[src/rtl/gds_pkg.sv]
package gds_pkg;

    // Phase codes of the drive sequencer.
    localparam logic [3:0] PH_IDLE        = 4'd0;
    localparam logic [3:0] PH_FWD         = 4'd1;
    localparam logic [3:0] PH_SETTLE_BACK = 4'd2;
    localparam logic [3:0] PH_SETTLE_ADV  = 4'd3;
    localparam logic [3:0] PH_BACK        = 4'd4;
    localparam logic [3:0] PH_TURN        = 4'd5;
    localparam logic [3:0] PH_ADVANCE     = 4'd6;
    localparam logic [3:0] PH_BUMP_BACK   = 4'd7;
    localparam logic [3:0] PH_BUMP_TURN   = 4'd8;

    // Event codes reported on the word that detects the event.
    localparam logic [3:0] EV_NONE      = 4'd0;
    localparam logic [3:0] EV_FL_LOW    = 4'd1;
    localparam logic [3:0] EV_L_LOW     = 4'd2;
    localparam logic [3:0] EV_FR_DROP   = 4'd3;
    localparam logic [3:0] EV_R_DROP    = 4'd4;
    localparam logic [3:0] EV_FL_HIGH   = 4'd5;
    localparam logic [3:0] EV_L_HIGH    = 4'd6;
    localparam logic [3:0] EV_FR_HIGH   = 4'd7;
    localparam logic [3:0] EV_R_HIGH    = 4'd8;
    localparam logic [3:0] EV_BUMP_L    = 4'd9;
    localparam logic [3:0] EV_BUMP_R    = 4'd10;

    // Register indexes (byte address is four times the index).
    localparam logic [2:0] REG_CROSS_LINES    = 3'd0;
    localparam logic [2:0] REG_DRIVE_SPEED    = 3'd1;
    localparam logic [2:0] REG_TURN_SPEED     = 3'd2;
    localparam logic [2:0] REG_LOW_THRESHOLD  = 3'd3;
    localparam logic [2:0] REG_HIGH_THRESHOLD = 3'd4;
    localparam logic [2:0] REG_CLIFF_BACKUP   = 3'd5;
    localparam logic [2:0] REG_BUMP_BACKUP    = 3'd6;
    localparam logic [2:0] REG_LINE_ADVANCE   = 3'd7;

    // Turn angles in degrees.
    localparam logic [6:0] DEG_WIDE   = 7'd125;
    localparam logic [6:0] DEG_RIGHT  = 7'd90;
    localparam logic [6:0] DEG_LINE_A = 7'd80;
    localparam logic [6:0] DEG_LINE_B = 7'd45;
    localparam logic [6:0] DEG_BUMP   = 7'd25;

    localparam logic [8:0] SPEED_MAX = 9'd500;

    typedef struct packed {
        logic        cross_lines;
        logic [8:0]  drive_speed;
        logic [8:0]  turn_speed;
        logic [11:0] low_threshold;
        logic [11:0] high_threshold;
        logic [9:0]  cliff_backup;
        logic [9:0]  bump_backup;
        logic [11:0] line_advance;
    } t_cfg;

    typedef struct packed {
        logic        mode;
        logic [14:0] target_distance;
        logic [15:0] distance_delta;
        logic [15:0] angle_delta;
        logic        bump_left;
        logic        bump_right;
        logic [11:0] front_left_signal;
        logic [11:0] left_signal;
        logic [11:0] front_right_signal;
        logic [11:0] right_signal;
        logic        front_right_drop;
        logic        right_drop;
    } t_item;

    typedef struct packed {
        logic [3:0]  phase;
        logic [14:0] phase_goal;
        logic [6:0]  turn_goal;
        logic        turn_cw;
        logic        crossed;
        logic        left_bump;
        logic        right_bump;
    } t_state;

    typedef struct packed {
        logic [9:0] left_wheel;
        logic [9:0] right_wheel;
        logic       busy_res;
        logic [3:0] event_code;
        logic       line_crossed;
        logic       bumped_left_seen;
        logic       bumped_right_seen;
    } t_result;

endpackage

[src/rtl/guarded_drive_sequencer.sv]
// Guarded drive sequencer. Every accepted word on the input stream yields exactly one result
// word: the word is captured in an input register when accepted, the phase logic and
// saturating odometer add work on the held word, and the result is registered in the output
// register once the output is empty or its word is taken. A new word is accepted in every
// cycle unless the output stalls; while the output word waits, one further word is still
// taken into the input register. Input tuser is the mode bit (0 sensor tick, 1 start move).
// Users must write configuration over the APB port while the stream is quiet; not enforced here.
module guarded_drive_sequencer
    import gds_pkg::*;
#(
    parameter int SUM_WIDTH = 32
) (
    input  logic         i_clk,
    input  logic         i_rst_n,
    input  logic         i_s_axis_tvalid,
    output logic         o_s_axis_tready,
    // [14:0] target_distance, [30:15] distance_delta, [46:31] angle_delta,
    // [47] bump_left, [48] bump_right, [60:49] front_left_signal, [72:61] left_signal,
    // [84:73] front_right_signal, [96:85] right_signal, [97] front_right_drop,
    // [98] right_drop, [103:99] zero
    input  logic [103:0] i_s_axis_tdata,
    // [0] mode
    input  logic         i_s_axis_tuser,
    output logic         o_m_axis_tvalid,
    input  logic         i_m_axis_tready,
    // [9:0] left_wheel, [19:10] right_wheel, [20] busy_res, [24:21] event_code,
    // [25] line_crossed, [26] bumped_left_seen, [27] bumped_right_seen, [31:28] zero
    output logic [31:0]  o_m_axis_tdata,
    input  logic         psel,
    input  logic         penable,
    input  logic         pwrite,
    input  logic [4:0]   paddr,
    input  logic [31:0]  pwdata,
    output logic [31:0]  prdata,
    output logic         pready
);

    t_cfg                 w_cfg;
    t_item                r_in;
    logic                 r_in_valid;
    t_result              r_out;
    logic                 r_out_valid;
    t_state               r_state;
    t_state               n_state;
    logic [SUM_WIDTH-1:0] r_sum;
    logic [SUM_WIDTH-1:0] n_sum;
    t_result              n_res;
    logic                 w_advance;
    logic                 w_in_acc;

    gds_regs u_regs (
        .i_clk   (i_clk),
        .i_rst_n (i_rst_n),
        .psel    (psel),
        .penable (penable),
        .pwrite  (pwrite),
        .paddr   (paddr),
        .pwdata  (pwdata),
        .prdata  (prdata),
        .pready  (pready),
        .o_cfg   (w_cfg)
    );

    gds_step #(
        .SUM_WIDTH (SUM_WIDTH)
    ) u_step (
        .i_cfg   (w_cfg),
        .i_item  (r_in),
        .i_state (r_state),
        .i_sum   (r_sum),
        .o_state (n_state),
        .o_sum   (n_sum),
        .o_res   (n_res)
    );

    assign w_advance       = !r_out_valid || i_m_axis_tready;
    assign o_s_axis_tready = !r_in_valid || w_advance;
    assign w_in_acc        = i_s_axis_tvalid && o_s_axis_tready;

    always_ff @(posedge i_clk) begin
        if (!i_rst_n) begin
            r_in_valid <= 1'b0;
        end else if (w_in_acc) begin
            r_in_valid <= 1'b1;
        end else if (w_advance) begin
            r_in_valid <= 1'b0;
        end
    end

    always_ff @(posedge i_clk) begin
        if (w_in_acc) begin
            r_in.mode               <= i_s_axis_tuser;
            r_in.target_distance    <= i_s_axis_tdata[14:0];
            r_in.distance_delta     <= i_s_axis_tdata[30:15];
            r_in.angle_delta        <= i_s_axis_tdata[46:31];
            r_in.bump_left          <= i_s_axis_tdata[47];
            r_in.bump_right         <= i_s_axis_tdata[48];
            r_in.front_left_signal  <= i_s_axis_tdata[60:49];
            r_in.left_signal        <= i_s_axis_tdata[72:61];
            r_in.front_right_signal <= i_s_axis_tdata[84:73];
            r_in.right_signal       <= i_s_axis_tdata[96:85];
            r_in.front_right_drop   <= i_s_axis_tdata[97];
            r_in.right_drop         <= i_s_axis_tdata[98];
        end
    end

    // Sequencer state moves only when the held word passes into the output register.
    always_ff @(posedge i_clk) begin
        if (!i_rst_n) begin
            r_state.phase      <= PH_IDLE;
            r_state.phase_goal <= 15'd0;
            r_state.turn_goal  <= 7'd0;
            r_state.turn_cw    <= 1'b0;
            r_state.crossed    <= 1'b0;
            r_state.left_bump  <= 1'b0;
            r_state.right_bump <= 1'b0;
            r_sum              <= '0;
        end else if (w_advance && r_in_valid) begin
            r_state <= n_state;
            r_sum   <= n_sum;
        end
    end

    always_ff @(posedge i_clk) begin
        if (!i_rst_n) begin
            r_out_valid <= 1'b0;
        end else if (w_advance) begin
            r_out_valid <= r_in_valid;
        end
    end

    always_ff @(posedge i_clk) begin
        if (w_advance && r_in_valid) begin
            r_out <= n_res;
        end
    end

    assign o_m_axis_tvalid = r_out_valid;
    assign o_m_axis_tdata  = {4'd0, r_out.bumped_right_seen, r_out.bumped_left_seen,
                              r_out.line_crossed, r_out.event_code, r_out.busy_res,
                              r_out.right_wheel, r_out.left_wheel};

`ifndef SYNTHESIS
    a_no_overrun: assert property (@(posedge i_clk) disable iff (!i_rst_n)
        (r_in_valid && !w_advance) |-> !w_in_acc)
        else $error("input register overwritten while stalled");

    a_busy_match: assert property (@(posedge i_clk) disable iff (!i_rst_n)
        (w_advance && r_in_valid) |=> (r_out.busy_res == (r_state.phase != PH_IDLE)))
        else $error("busy flag does not match sequencer phase");

    a_idle_still: assert property (@(posedge i_clk) disable iff (!i_rst_n)
        (r_out_valid && !r_out.busy_res) |->
            (r_out.left_wheel == 10'd0 && r_out.right_wheel == 10'd0))
        else $error("wheels commanded while idle");

    a_event_busy: assert property (@(posedge i_clk) disable iff (!i_rst_n)
        (r_out_valid && r_out.event_code != EV_NONE) |-> r_out.busy_res)
        else $error("event reported without a recovery in progress");

    a_sticky: assert property (@(posedge i_clk) disable iff (!i_rst_n)
        !$fell(r_state.crossed) && !$fell(r_state.left_bump) && !$fell(r_state.right_bump))
        else $error("sticky flag cleared outside reset");
`endif

endmodule

[src/rtl/gds_regs.sv]
module gds_regs
    import gds_pkg::*;
(
    input  logic        i_clk,
    input  logic        i_rst_n,
    input  logic        psel,
    input  logic        penable,
    input  logic        pwrite,
    input  logic [4:0]  paddr,
    input  logic [31:0] pwdata,
    output logic [31:0] prdata,
    output logic        pready,
    output t_cfg        o_cfg
);

    t_cfg       r_cfg;
    logic       w_wr;
    logic [2:0] w_idx;

    assign pready = 1'b1;
    assign w_wr   = psel && penable && pwrite;
    assign w_idx  = paddr[4:2];
    assign o_cfg  = r_cfg;

    always_ff @(posedge i_clk) begin
        if (!i_rst_n) begin
            r_cfg.cross_lines    <= 1'b0;
            r_cfg.drive_speed    <= 9'd200;
            r_cfg.turn_speed     <= 9'd50;
            r_cfg.low_threshold  <= 12'd1000;
            r_cfg.high_threshold <= 12'd2700;
            r_cfg.cliff_backup   <= 10'd25;
            r_cfg.bump_backup    <= 10'd50;
            r_cfg.line_advance   <= 12'd400;
        end else if (w_wr) begin
            case (w_idx)
                REG_CROSS_LINES:    r_cfg.cross_lines    <= pwdata[0];
                REG_DRIVE_SPEED:    r_cfg.drive_speed    <= pwdata[8:0];
                REG_TURN_SPEED:     r_cfg.turn_speed     <= pwdata[8:0];
                REG_LOW_THRESHOLD:  r_cfg.low_threshold  <= pwdata[11:0];
                REG_HIGH_THRESHOLD: r_cfg.high_threshold <= pwdata[11:0];
                REG_CLIFF_BACKUP:   r_cfg.cliff_backup   <= pwdata[9:0];
                REG_BUMP_BACKUP:    r_cfg.bump_backup    <= pwdata[9:0];
                REG_LINE_ADVANCE:   r_cfg.line_advance   <= pwdata[11:0];
                default: ;
            endcase
        end
    end

    always_comb begin
        case (w_idx)
            REG_CROSS_LINES:    prdata = {31'd0, r_cfg.cross_lines};
            REG_DRIVE_SPEED:    prdata = {23'd0, r_cfg.drive_speed};
            REG_TURN_SPEED:     prdata = {23'd0, r_cfg.turn_speed};
            REG_LOW_THRESHOLD:  prdata = {20'd0, r_cfg.low_threshold};
            REG_HIGH_THRESHOLD: prdata = {20'd0, r_cfg.high_threshold};
            REG_CLIFF_BACKUP:   prdata = {22'd0, r_cfg.cliff_backup};
            REG_BUMP_BACKUP:    prdata = {22'd0, r_cfg.bump_backup};
            REG_LINE_ADVANCE:   prdata = {20'd0, r_cfg.line_advance};
            default:            prdata = 32'd0;
        endcase
    end

endmodule

[src/rtl/gds_step.sv]
module gds_step
    import gds_pkg::*;
#(
    parameter int SUM_WIDTH = 32
) (
    input  t_cfg                  i_cfg,
    input  t_item                 i_item,
    input  t_state                i_state,
    input  logic [SUM_WIDTH-1:0]  i_sum,
    output t_state                o_state,
    output logic [SUM_WIDTH-1:0]  o_sum,
    output t_result               o_res
);

    function automatic logic [SUM_WIDTH-1:0] sat_add(input logic [SUM_WIDTH-1:0] a,
                                                     input logic [15:0] d);
        logic [SUM_WIDTH:0] s;
        s = {a[SUM_WIDTH-1], a} + {{(SUM_WIDTH-15){d[15]}}, d};
        if (s[SUM_WIDTH] != s[SUM_WIDTH-1]) begin
            sat_add = s[SUM_WIDTH] ? {1'b1, {(SUM_WIDTH-1){1'b0}}}
                                   : {1'b0, {(SUM_WIDTH-1){1'b1}}};
        end else begin
            sat_add = s[SUM_WIDTH-1:0];
        end
    endfunction

    logic [SUM_WIDTH-1:0]        w_sum_d;
    logic [SUM_WIDTH-1:0]        w_sum_a;
    logic signed [SUM_WIDTH-1:0] w_goal_s;
    logic signed [SUM_WIDTH-1:0] w_tg_s;
    logic signed [SUM_WIDTH-1:0] w_tg_neg;
    logic [SUM_WIDTH:0]          w_mag;
    logic                        w_fwd_done;
    logic                        w_back_done;
    logic                        w_turn_done;
    logic [3:0]                  w_code;
    logic [3:0]                  w_phase;
    logic [3:0]                  n_code;
    logic [8:0]                  w_drive;
    logic [8:0]                  w_turn;
    logic [9:0]                  w_drive_w;
    logic [9:0]                  w_turn_w;
    logic [14:0]                 w_back_goal;
    logic                        w_back_bump;
    logic                        w_back_go;

    assign w_phase = i_state.phase;

    assign w_sum_d  = sat_add(i_sum, i_item.distance_delta);
    assign w_sum_a  = sat_add(i_sum, i_item.angle_delta);
    assign w_goal_s = $signed({{(SUM_WIDTH-15){1'b0}}, i_state.phase_goal});
    assign w_tg_s   = $signed({{(SUM_WIDTH-7){1'b0}}, i_state.turn_goal});
    assign w_tg_neg = -w_tg_s;
    assign w_mag    = w_sum_d[SUM_WIDTH-1] ? -{1'b1, w_sum_d} : {1'b0, w_sum_d};

    assign w_fwd_done  = $signed(w_sum_d) >= w_goal_s;
    assign w_back_done = w_mag >= {{(SUM_WIDTH-14){1'b0}}, i_state.phase_goal};
    assign w_turn_done = i_state.turn_cw ? ($signed(w_sum_a) <= w_tg_neg)
                                         : ($signed(w_sum_a) >= w_tg_s);

    // Floor sensor priority, checked only when no bumper is pressed.
    always_comb begin
        if (i_item.front_left_signal < i_cfg.low_threshold)        w_code = EV_FL_LOW;
        else if (i_item.left_signal < i_cfg.low_threshold)         w_code = EV_L_LOW;
        else if (i_item.front_right_drop)                          w_code = EV_FR_DROP;
        else if (i_item.right_drop)                                w_code = EV_R_DROP;
        else if (i_item.front_left_signal > i_cfg.high_threshold)  w_code = EV_FL_HIGH;
        else if (i_item.left_signal > i_cfg.high_threshold)        w_code = EV_L_HIGH;
        else if (i_item.front_right_signal > i_cfg.high_threshold) w_code = EV_FR_HIGH;
        else if (i_item.right_signal > i_cfg.high_threshold)       w_code = EV_R_HIGH;
        else                                                       w_code = EV_NONE;
    end

    always_comb begin
        o_state     = i_state;
        o_sum       = i_sum;
        n_code      = EV_NONE;
        w_back_go   = 1'b0;
        w_back_goal = 15'd0;
        w_back_bump = 1'b0;
        if (i_item.mode) begin
            o_sum              = '0;
            o_state.phase_goal = i_item.target_distance;
            o_state.phase      = (i_item.target_distance == 15'd0) ? PH_IDLE : PH_FWD;
        end else begin
            case (w_phase)
                PH_FWD: begin
                    o_sum = w_sum_d;
                    if (i_item.bump_left) begin
                        n_code            = EV_BUMP_L;
                        w_back_go         = 1'b1;
                        w_back_goal       = {5'd0, i_cfg.bump_backup};
                        w_back_bump       = 1'b1;
                        o_state.turn_goal = DEG_BUMP;
                        o_state.turn_cw   = 1'b1;
                    end else if (i_item.bump_right) begin
                        n_code            = EV_BUMP_R;
                        w_back_go         = 1'b1;
                        w_back_goal       = {5'd0, i_cfg.bump_backup};
                        w_back_bump       = 1'b1;
                        o_state.turn_goal = DEG_BUMP;
                        o_state.turn_cw   = 1'b0;
                    end else if (w_code == EV_NONE) begin
                        if (w_fwd_done) o_state.phase = PH_IDLE;
                    end else if (w_code <= EV_R_DROP) begin
                        n_code            = w_code;
                        o_state.turn_goal = w_code[0] ? DEG_WIDE : DEG_RIGHT;
                        o_state.turn_cw   = (w_code <= EV_L_LOW);
                        o_state.phase     = PH_SETTLE_BACK;
                    end else if (i_cfg.cross_lines) begin
                        n_code        = w_code;
                        o_state.phase = PH_SETTLE_ADV;
                    end else begin
                        n_code            = w_code;
                        o_state.turn_goal = w_code[0] ? DEG_LINE_A : DEG_LINE_B;
                        o_state.turn_cw   = (w_code <= EV_L_HIGH);
                        o_state.phase     = PH_SETTLE_BACK;
                    end
                end
                PH_SETTLE_BACK: begin
                    w_back_go   = 1'b1;
                    w_back_goal = {5'd0, i_cfg.cliff_backup};
                    w_back_bump = 1'b0;
                end
                PH_SETTLE_ADV: begin
                    o_sum              = '0;
                    o_state.phase_goal = {3'd0, i_cfg.line_advance};
                    if (i_cfg.line_advance == 12'd0) begin
                        o_state.crossed = 1'b1;
                        o_state.phase   = PH_IDLE;
                    end else begin
                        o_state.phase = PH_ADVANCE;
                    end
                end
                PH_BACK, PH_BUMP_BACK: begin
                    o_sum = w_sum_d;
                    if (w_back_done) begin
                        o_sum         = '0;
                        o_state.phase = (w_phase == PH_BUMP_BACK) ? PH_BUMP_TURN
                                                                  : PH_TURN;
                    end
                end
                PH_TURN, PH_BUMP_TURN: begin
                    o_sum = w_sum_a;
                    if (w_turn_done) begin
                        if (w_phase == PH_BUMP_TURN) begin
                            if (i_state.turn_cw) o_state.left_bump  = 1'b1;
                            else                 o_state.right_bump = 1'b1;
                        end
                        o_state.phase = PH_IDLE;
                    end
                end
                PH_ADVANCE: begin
                    o_sum = w_sum_d;
                    if (w_fwd_done) begin
                        o_state.crossed = 1'b1;
                        o_state.phase   = PH_IDLE;
                    end
                end
                default: begin
                    o_state.phase = PH_IDLE;
                end
            endcase

            // Start of a back-up; a zero distance goes straight on to the turn.
            if (w_back_go) begin
                o_sum              = '0;
                o_state.phase_goal = w_back_goal;
                if (w_back_goal == 15'd0) begin
                    o_state.phase = w_back_bump ? PH_BUMP_TURN : PH_TURN;
                end else begin
                    o_state.phase = w_back_bump ? PH_BUMP_BACK : PH_BACK;
                end
            end
        end
    end

    assign w_drive   = (i_cfg.drive_speed > SPEED_MAX) ? SPEED_MAX : i_cfg.drive_speed;
    assign w_turn    = (i_cfg.turn_speed > SPEED_MAX) ? SPEED_MAX : i_cfg.turn_speed;
    assign w_drive_w = {1'b0, w_drive};
    assign w_turn_w  = {1'b0, w_turn};

    always_comb begin
        o_res.left_wheel  = 10'd0;
        o_res.right_wheel = 10'd0;
        case (o_state.phase)
            PH_FWD, PH_ADVANCE: begin
                o_res.left_wheel  = w_drive_w;
                o_res.right_wheel = w_drive_w;
            end
            PH_BACK, PH_BUMP_BACK: begin
                o_res.left_wheel  = -w_drive_w;
                o_res.right_wheel = -w_drive_w;
            end
            PH_TURN, PH_BUMP_TURN: begin
                o_res.left_wheel  = o_state.turn_cw ? -w_turn_w : w_turn_w;
                o_res.right_wheel = o_state.turn_cw ? w_turn_w : -w_turn_w;
            end
            default: ;
        endcase
        o_res.busy_res          = (o_state.phase != PH_IDLE);
        o_res.event_code        = n_code;
        o_res.line_crossed      = o_state.crossed;
        o_res.bumped_left_seen  = o_state.left_bump;
        o_res.bumped_right_seen = o_state.right_bump;
    end

endmodule
[config.mk]
export PLATFORM = sky130hd
export DESIGN_NAME = guarded_drive_sequencer
export DESIGN_NICKNAME = d
export VERILOG_FILES = /design/src/rtl/gds_pkg.sv /design/src/rtl/guarded_drive_sequencer.sv /design/src/rtl/gds_regs.sv /design/src/rtl/gds_step.sv
export SDC_FILE = /design/constraint.sdc
export NUM_CORES = 1
export LEC_CHECK = 0
export BUFFER_PORTS_ARGS = -buffer_cell sky130_fd_sc_hd__buf_4
export CAP_MARGIN = 30
export CORE_MARGIN = 8
export CORE_UTILIZATION = 60
export DETAILED_ROUTE_END_ITERATION = 8
export GPL_TIMING_DRIVEN = 0
export PLACE_DENSITY = 0.9
export SLEW_MARGIN = 5
export SYNTH_ARGS = -nofsm -noshare
export SYNTH_HDL_FRONTEND = slang
export SYNTH_SLANG_ARGS = --single-unit
[constraint.sdc]
create_clock -name i_clk -period 10.65 [get_ports i_clk]
set_clock_uncertainty 0.15 [all_clocks]
set_input_delay 1.5975 -clock i_clk [delete_from_list [all_inputs] [get_ports i_clk]]
set_output_delay 1.5975 -clock i_clk [all_outputs]
set_load 0.05 [all_outputs]
==> impl_metrics.csv, run 1 <==
group,metric,value,unit
synthesis,yosysUniqueCellTypes,113,
power,ir_drop,145,uV
setup_path,crit_family,"compound AO/OA/AOI/OAI gates",
clock_network,clk_latency,0.61,ns
final_layout,ff_latch_area,6580,sq um
final_layout,n_antenna_cell,0,
drt,drt_wl_total,74200,microns
timing,fin_crit_sh,0.938,
power,p_leak,10.0,nW
timing,setup_violations,0,
synthesis,synthXorXnorAreaFrac,0.0252,
global_routing,grtUsageTotal,0.345,
power,comb_power_share,0.238,
setup_path,crit_path_start_kind,"flip-flop",
drt,routedWlPerCell,23.0,microns
floorplanning,start_util,0.603,
placement,dp_hpwl,58600,microns
synthesis,synth_cells,2502,
power,power,2.98,mW
final_layout,nNetsFinal,3101,
final_layout,multi_input_area,13700,sq um
synthesis,muxShareOfSynthArea,0.0313,
setup_path,worst_path_max_delay_cell,"or4b_2",
outcome,outcome,"completed",
clock_network,cts_max_level,1,
hold_path,hp-class,"flip-flop to flip-flop",
placement,io_buffers,162,
setup_path,critPathBufInv,3,
floorplanning,die_w,204,microns
final_layout,area.growth.synth_to_final,15.6,%
timing,fin_crit,9.99,ns
drt,vias,21200,
synthesis,synth_seq_cells,265,
synthesis,yosys_warnings,0,
floorplanning,die_h,204,microns
setup_path,worst_setup_path_end_kind,"flip-flop",
power,p_sw,0.943,mW
power,p_seq_frac,0.379,
floorplanning,coreArea,35100,sq um
run,cap_violations,0,
timing,relSlewSlack,0.271,
power,p_sw_frac,0.316,
clock_network,clock_path_buffers,3,
global_routing,grt_max_degree,55,
clock_network,clk_pin_slew,0.06,ns
clock_network,cts_tree,"built",
placement,place_area,23100,sq um
floorplanning,die_area,41600,sq um
setup_path,critical_path_class,"flip-flop to flip-flop",
timing,worst_slew_pin_slew,1.09,ns
timing,fmax,100,MHz
drt,wl_met3,5480,microns
drt,dr_wl_met2,35300,microns
timing,hold_viol,0,
synthesis,async_reset_ff_frac,0,
synthesis,synth_ff_type,"dfxtp_1",
clock_network,numClockSinks,265,
drt,topRoutingLayerUsed,"met4",
synthesis,seq_area_frac_synth,0.311,
final_layout,fillerInstances,2804,
timing,slew_viol_final,0,
final_layout,layout_common_cells,"nand2_1, ha_1, buf_4",
global_routing,grt_pass1_vias,20900,
synthesis,synth_edf_count,127,
clock_network,cts-root-buf,"clkbuf_16",
final_layout,drive_above_1_share,0.150,
floorplanning,fp-row-count,69,
setup_path,crit_fanout,10,
timing,rsz0062_at_grt,"false",
setup_path,critPathMaxStageDelay,0.62,ns
synthesis,synth_compound_area_frac,0.240,
power,powerDensity,122,nW/um^2
floorplanning,io_pins,216,
final_layout,final_cell_area,24500,sq um
synthesis,synthSimpleGateAreaFrac,0.214,
timing,setup_tns,0,ns
setup_path,cp.arrival,10.19,ns
global_routing,overflow,0,
drt,drtIter0Drc,2088,
placement,gp_congestion,1.02,
synthesis,syn_area_per_cell,8.46,sq um
power,intPower,2.04,mW
power,power_frac_clock,0.382,
drt,final_antenna_net_count,0,
drt,drcViolationCount,0,
final_layout,layout_commonest_cell,"nand2_1",
synthesis,synth-adder-area-share,0.128,
synthesis,synth_top_family_by_area,"compound AO/OA/AOI/OAI gates",
global_routing,antenna_found_initial,0,
global_routing,grt_pass1_wl,114000,microns
synthesis,netlist_area,21200,sq um
drt,vias_per_cell,6.58,
drt,wl_met1,27600,microns
drt,dr.pass1.iters,6,
clock_network,cts_buffers,31,
setup_path,required,10.85,ns
registers in the layout, indices dropped and copies added, names as in the netlist:
| signal | cells |
|---|---|
| o_m_axis_tdata | 27 |
| r_in_valid | 1 |
| r_sum | 32 |
| r_in | 100 |
| r_state | 29 |
| u_regs.o_cfg | 75 |
| o_m_axis_tvalid | 1 |
layer usage:
| metal | GRT usage | vias up |
|---|---|---|
| li1 | - | 9803 |
| met1 | 0.393 | 9948 |
| met2 | 0.588 | 1146 |
| met3 | 0.0518 | 302 |
| met4 | 0.242 | 0 |
| met5 | 0 | - |
stage by stage:
stage | instances | hold slack, ns | util | setup slack [ns]
after detailed placement | 3154 | 0.310 | 0.659 | -1.57
after global routing | 3223 | 0.350 | 0.696 | 0.0729
after global placement | 3148 | 0.301 | 0.656 | -1.50
after floorplan | 2525 | 0.286 | - | 1.09
after CTS | 3216 | 0.319 | 0.692 | 0.0458
final | 3223 | 0.321 | 0.696 | 0.663
tightest hold or removal path, stage by stage (launching register included):
cell and delay, ns:
dfxtp_1 0.31, nand2_1 0.05, a21oi_1 0.06
power groups by stage:
stage	sequential, mW	combinational (mW)	clock, mW
after detailed placement	1.15	0.674	0
after floorplan	1.17	0.443	0
after CTS	1.13	0.684	1.14
final	1.13	0.711	1.14
after global routing	1.13	0.771	1.18
after global placement	1.16	0.648	0
area by class of cell:
class,instances,share of cell area
buffer,142,0.0287
clock buffer,34,0.0326
clock inverter,24,0.0118
inverter,97,0.0150
multi-input combinational,2014,0.561
sequential,265,0.269
tap,461,0.0236
timing repair buffer,186,0.0583
Yosys cell counts, drive strengths merged (42+ instances only):
| cell | count | area share |
|---|---|---|
| nor2 | 211 | 0.038 |
| nand2 | 309 | 0.055 |
| a21oi | 187 | 0.045 |
| clkbuf | 95 | 0.017 |
| edfxtp | 127 | 0.18 |
| nand3 | 47 | 0.011 |
| inv | 93 | 0.016 |
| dfxtp | 138 | 0.13 |
| o21ai | 152 | 0.036 |
| a21o | 61 | 0.022 |
| ha | 213 | 0.13 |
| buf | 54 | 0.016 |
| a22oi | 42 | 0.016 |
| nand4 | 53 | 0.017 |
| nor3 | 52 | 0.013 |
kinds of logic (layout without fill, tap and decap cells):
| family | Yosys count | in the layout |
|---|---|---|
| compound gates | 740 | 740 |
| flops | 265 | 265 |
| simple gates | 918 | 918 |
| fa+ha+maj | 215 | 215 |
| mux | 55 | 55 |
| buf+inv | 246 | 483 |
| xor+xnor | 61 | 61 |
| other cells | 2 | 25 |
path summary, 6_finish.rpt:
kind	cells past startpoint	slack (ns)	from	to
setup reg to reg	35	0.66	r_sum[1]$_SDFFE_PN0P_	o_m_axis_tdata[2]$_DFFE_PP_
setup / recovery	35	0.66	r_sum[1]$_SDFFE_PN0P_	o_m_axis_tdata[2]$_DFFE_PP_
hold reg to reg	2	0.32	u_regs.o_cfg[48]$_SDFFE_PN0P_	u_regs.o_cfg[48]$_SDFFE_PN0P_
hold / removal	2	0.32	u_regs.o_cfg[48]$_SDFFE_PN0P_	u_regs.o_cfg[48]$_SDFFE_PN0P_
timing repair:
| item | in CTS | in global routing |
|---|---|---|
| setup buffers | 6 | 9 |
| setup endpoints to repair | 56 | 56 |
| pin swaps | 2 | 2 |
| gates cloned | 0 | 0 |
| endpoints found under the hold margin | 0 | 0 |
| hold buffers | 0 | 0 |
| gates resized for setup | 12 | 30 |
Power figures use the tool's default switching activity.
==> run 2: changes to the inputs <==
--- a/config.mk
+++ b/config.mk
@@ -11,2 +11,3 @@
 export CORE_UTILIZATION = 60
+export CTS_CLUSTER_SIZE = 20
 export DETAILED_ROUTE_END_ITERATION = 8
@@ -14,2 +15,3 @@
 export PLACE_DENSITY = 0.9
+export RECOVER_POWER = 25
 export SLEW_MARGIN = 5
==> constraint.sdc (replaced) <==
create_clock -name i_clk -period 10.65 [get_ports i_clk]
set_clock_uncertainty 0.15 [all_clocks]
set_input_delay 0.5325 -clock i_clk [delete_from_list [all_inputs] [get_ports i_clk]]
set_output_delay 0.5325 -clock i_clk [all_outputs]
set_load 0.05 [all_outputs]
==> run 2 against run 1 <==
Maximum frequency fell by 1.1%. Global-route usage rose by 2.6 points. Non-clock buffer count rose by 103. Cell count rose by 3.2%. Largest cell class unchanged. Final area rose by 4.0%.
==> impl_metrics.csv, run 2 (synthesis gave the netlist of run 1 again) <==
group,metric,value,unit
drt,final_antenna_net_count,0,
global_routing,grt_max_degree,55,
power,powerDensity,119,nW/um^2
setup_path,cp.arrival,10.30,ns
floorplanning,io_pins,216,
placement,gp_congestion,1.02,
setup_path,cp_common_cell,"buf_4",
global_routing,overflow,0,
final_layout,largest-register,"r_in",
setup_path,critPathMaxStageDelay,0.52,ns
power,power_frac_clock,0.379,
clock_network,cts_max_level,1,
global_routing,antenna_found_initial,0,
power,power,3.04,mW
timing,worst_slew_pin_slew,1.11,ns
setup_path,critical_path_class,"flip-flop to flip-flop",
timing,slew_viol_final,0,
clock_network,cts_buffers,31,
global_routing,grt_pass1_wl,122000,microns
clock_network,clock_path_buffers,3,
drt,drtIter0Drc,2210,
hold_path,hp-class,"primary input to flip-flop",
timing,setup_violations,0,
placement,dp_hpwl,58600,microns
drt,drt_wl_total,80200,microns
clock_network,cts_tree,"built",
global_routing,grtUsageTotal,0.371,
final_layout,drive_above_1_share,0.140,
floorplanning,die_area,41600,sq um
final_layout,area.growth.synth_to_final,20.2,%
drt,routedWlPerCell,24.1,microns
final_layout,largest_reg_flops,100,
power,p_leak,10.4,nW
drt,vias_per_cell,6.66,
floorplanning,die_w,204,microns
setup_path,worst_setup_path_end_kind,"flip-flop",
timing,setup_tns,0,ns
floorplanning,die_h,204,microns
final_layout,fillerInstances,2639,
setup_path,crit_path_start_kind,"flip-flop",
clock_network,clk_pin_slew,0.06,ns
timing,fmax,99.0,MHz
final_layout,layout_common_cells,"nand2_1, ha_1, nor2_1",
timing,hold_viol,0,
floorplanning,coreArea,35100,sq um
setup_path,crit_fanout,19,
floorplanning,fp-row-count,69,
timing,fin_crit,10.10,ns
power,comb_power_share,0.248,
drt,dr.pass1.iters,6,
final_layout,layout_commonest_cell,"nand2_1",
outcome,outcome,"completed",
power,p_sw,0.981,mW
timing,relSlewSlack,0.254,
power,intPower,2.06,mW
floorplanning,start_util,0.603,
drt,vias,22100,
global_routing,grt_pass1_vias,21900,
power,p_sw_frac,0.323,
clock_network,clk_latency,0.62,ns
timing,fin_crit_sh,0.949,
final_layout,nNetsFinal,3204,
run,cap_violations,0,
setup_path,required,10.85,ns
power,p_seq_frac,0.373,
drt,drcViolationCount,0,
placement,io_buffers,162,
clock_network,numClockSinks,265,
setup_path,worst_path_max_delay_cell,"or4b_1",
power,ir_drop,170,uV
clock_network,cts-root-buf,"clkbuf_16",
-- run 2: final timing paths --
kind                                               from                            end  slack, ns  cells past startpoint
worst min register to register  r_state[5]$_SDFFE_PN0P_        r_state[5]$_SDFFE_PN0P_       0.33                      2
worst max-delay path                 r_in[83]$_DFFE_PP_   o_m_axis_tdata[11]$_DFFE_PP_       0.55                     42
worst min-delay path                         pwdata[10]  u_regs.o_cfg[42]$_SDFFE_PN0P_       0.06                      3
worst max register to register       r_in[83]$_DFFE_PP_   o_m_axis_tdata[11]$_DFFE_PP_       0.55                     42
-- run 2: cell type report --
cell class / instances / area [sq um] / share of cell area
flip-flops and latches: 265 / 6580 / 0.258
clock buffers: 46 / 935 / 0.0367
diodes: 1 / 2.50 / 0.0000983
multi-input cells: 2014 / 13700 / 0.540
clock inverters: 12 / 148 / 0.00580
inverters: 97 / 368 / 0.0144
plain buffers: 143 / 711 / 0.0279
well taps: 461 / 577 / 0.0227
repair buffers: 288 / 2390 / 0.0940
-- run 2: metal layers --
metal,vias up,share of wire,global-route usage
met1,10300,0.35,0.403
met5,-,0,0
met3,446,0.087,0.0728
met2,1415,0.47,0.631
met4,0,0.092,0.285
li1,10000,-,-
-- run 2: critical path, delay by kind of cell, from the launching register on --
family / cells / cell delay [ns]
AOI/OAI and AO/OA: 15 / 3.68
buffers and inverters: 12 / 2.18
and+or+nand+nor: 10 / 2.11
adders and majority gates: 4 / 1.15
DFF: 1 / 0.36
xor gates and xnor gates: 1 / 0.18
-- run 2: per-stage QoR --
stage               utilization  cell area (sq um)  setup WS [ns]  hold WS (ns)  instances
floorplan                     -              21300           1.09         0.286       2525
global placement          0.656              23100          -1.50         0.301       3148
detailed placement        0.659              23100          -1.57         0.310       3154
CTS                       0.721              25300         0.0108        0.0526       3317
global route              0.724              25500        -0.0192        0.0693       3326
finish                    0.725              25500          0.548        0.0561       3327
-- run 2: repair_timing --
action | 4_1_cts | 5_1_grt
hold buffers | 101 | 0
hold endpoints to repair | 101 | 0
buffers inserted | 6 | 10
setup endpoints to repair | 56 | 55
resized for setup | 13 | 38
pin swaps | 2 | 6
-- run 2: power groups by stage --
stage	logic (mW)	clock network [mW]	registers (mW)
after floorplan	0.443	0	1.17
after global placement	0.648	0	1.16
after detailed placement	0.674	0	1.15
after CTS	0.714	1.13	1.13
after global routing	0.808	1.18	1.13
final	0.752	1.15	1.13
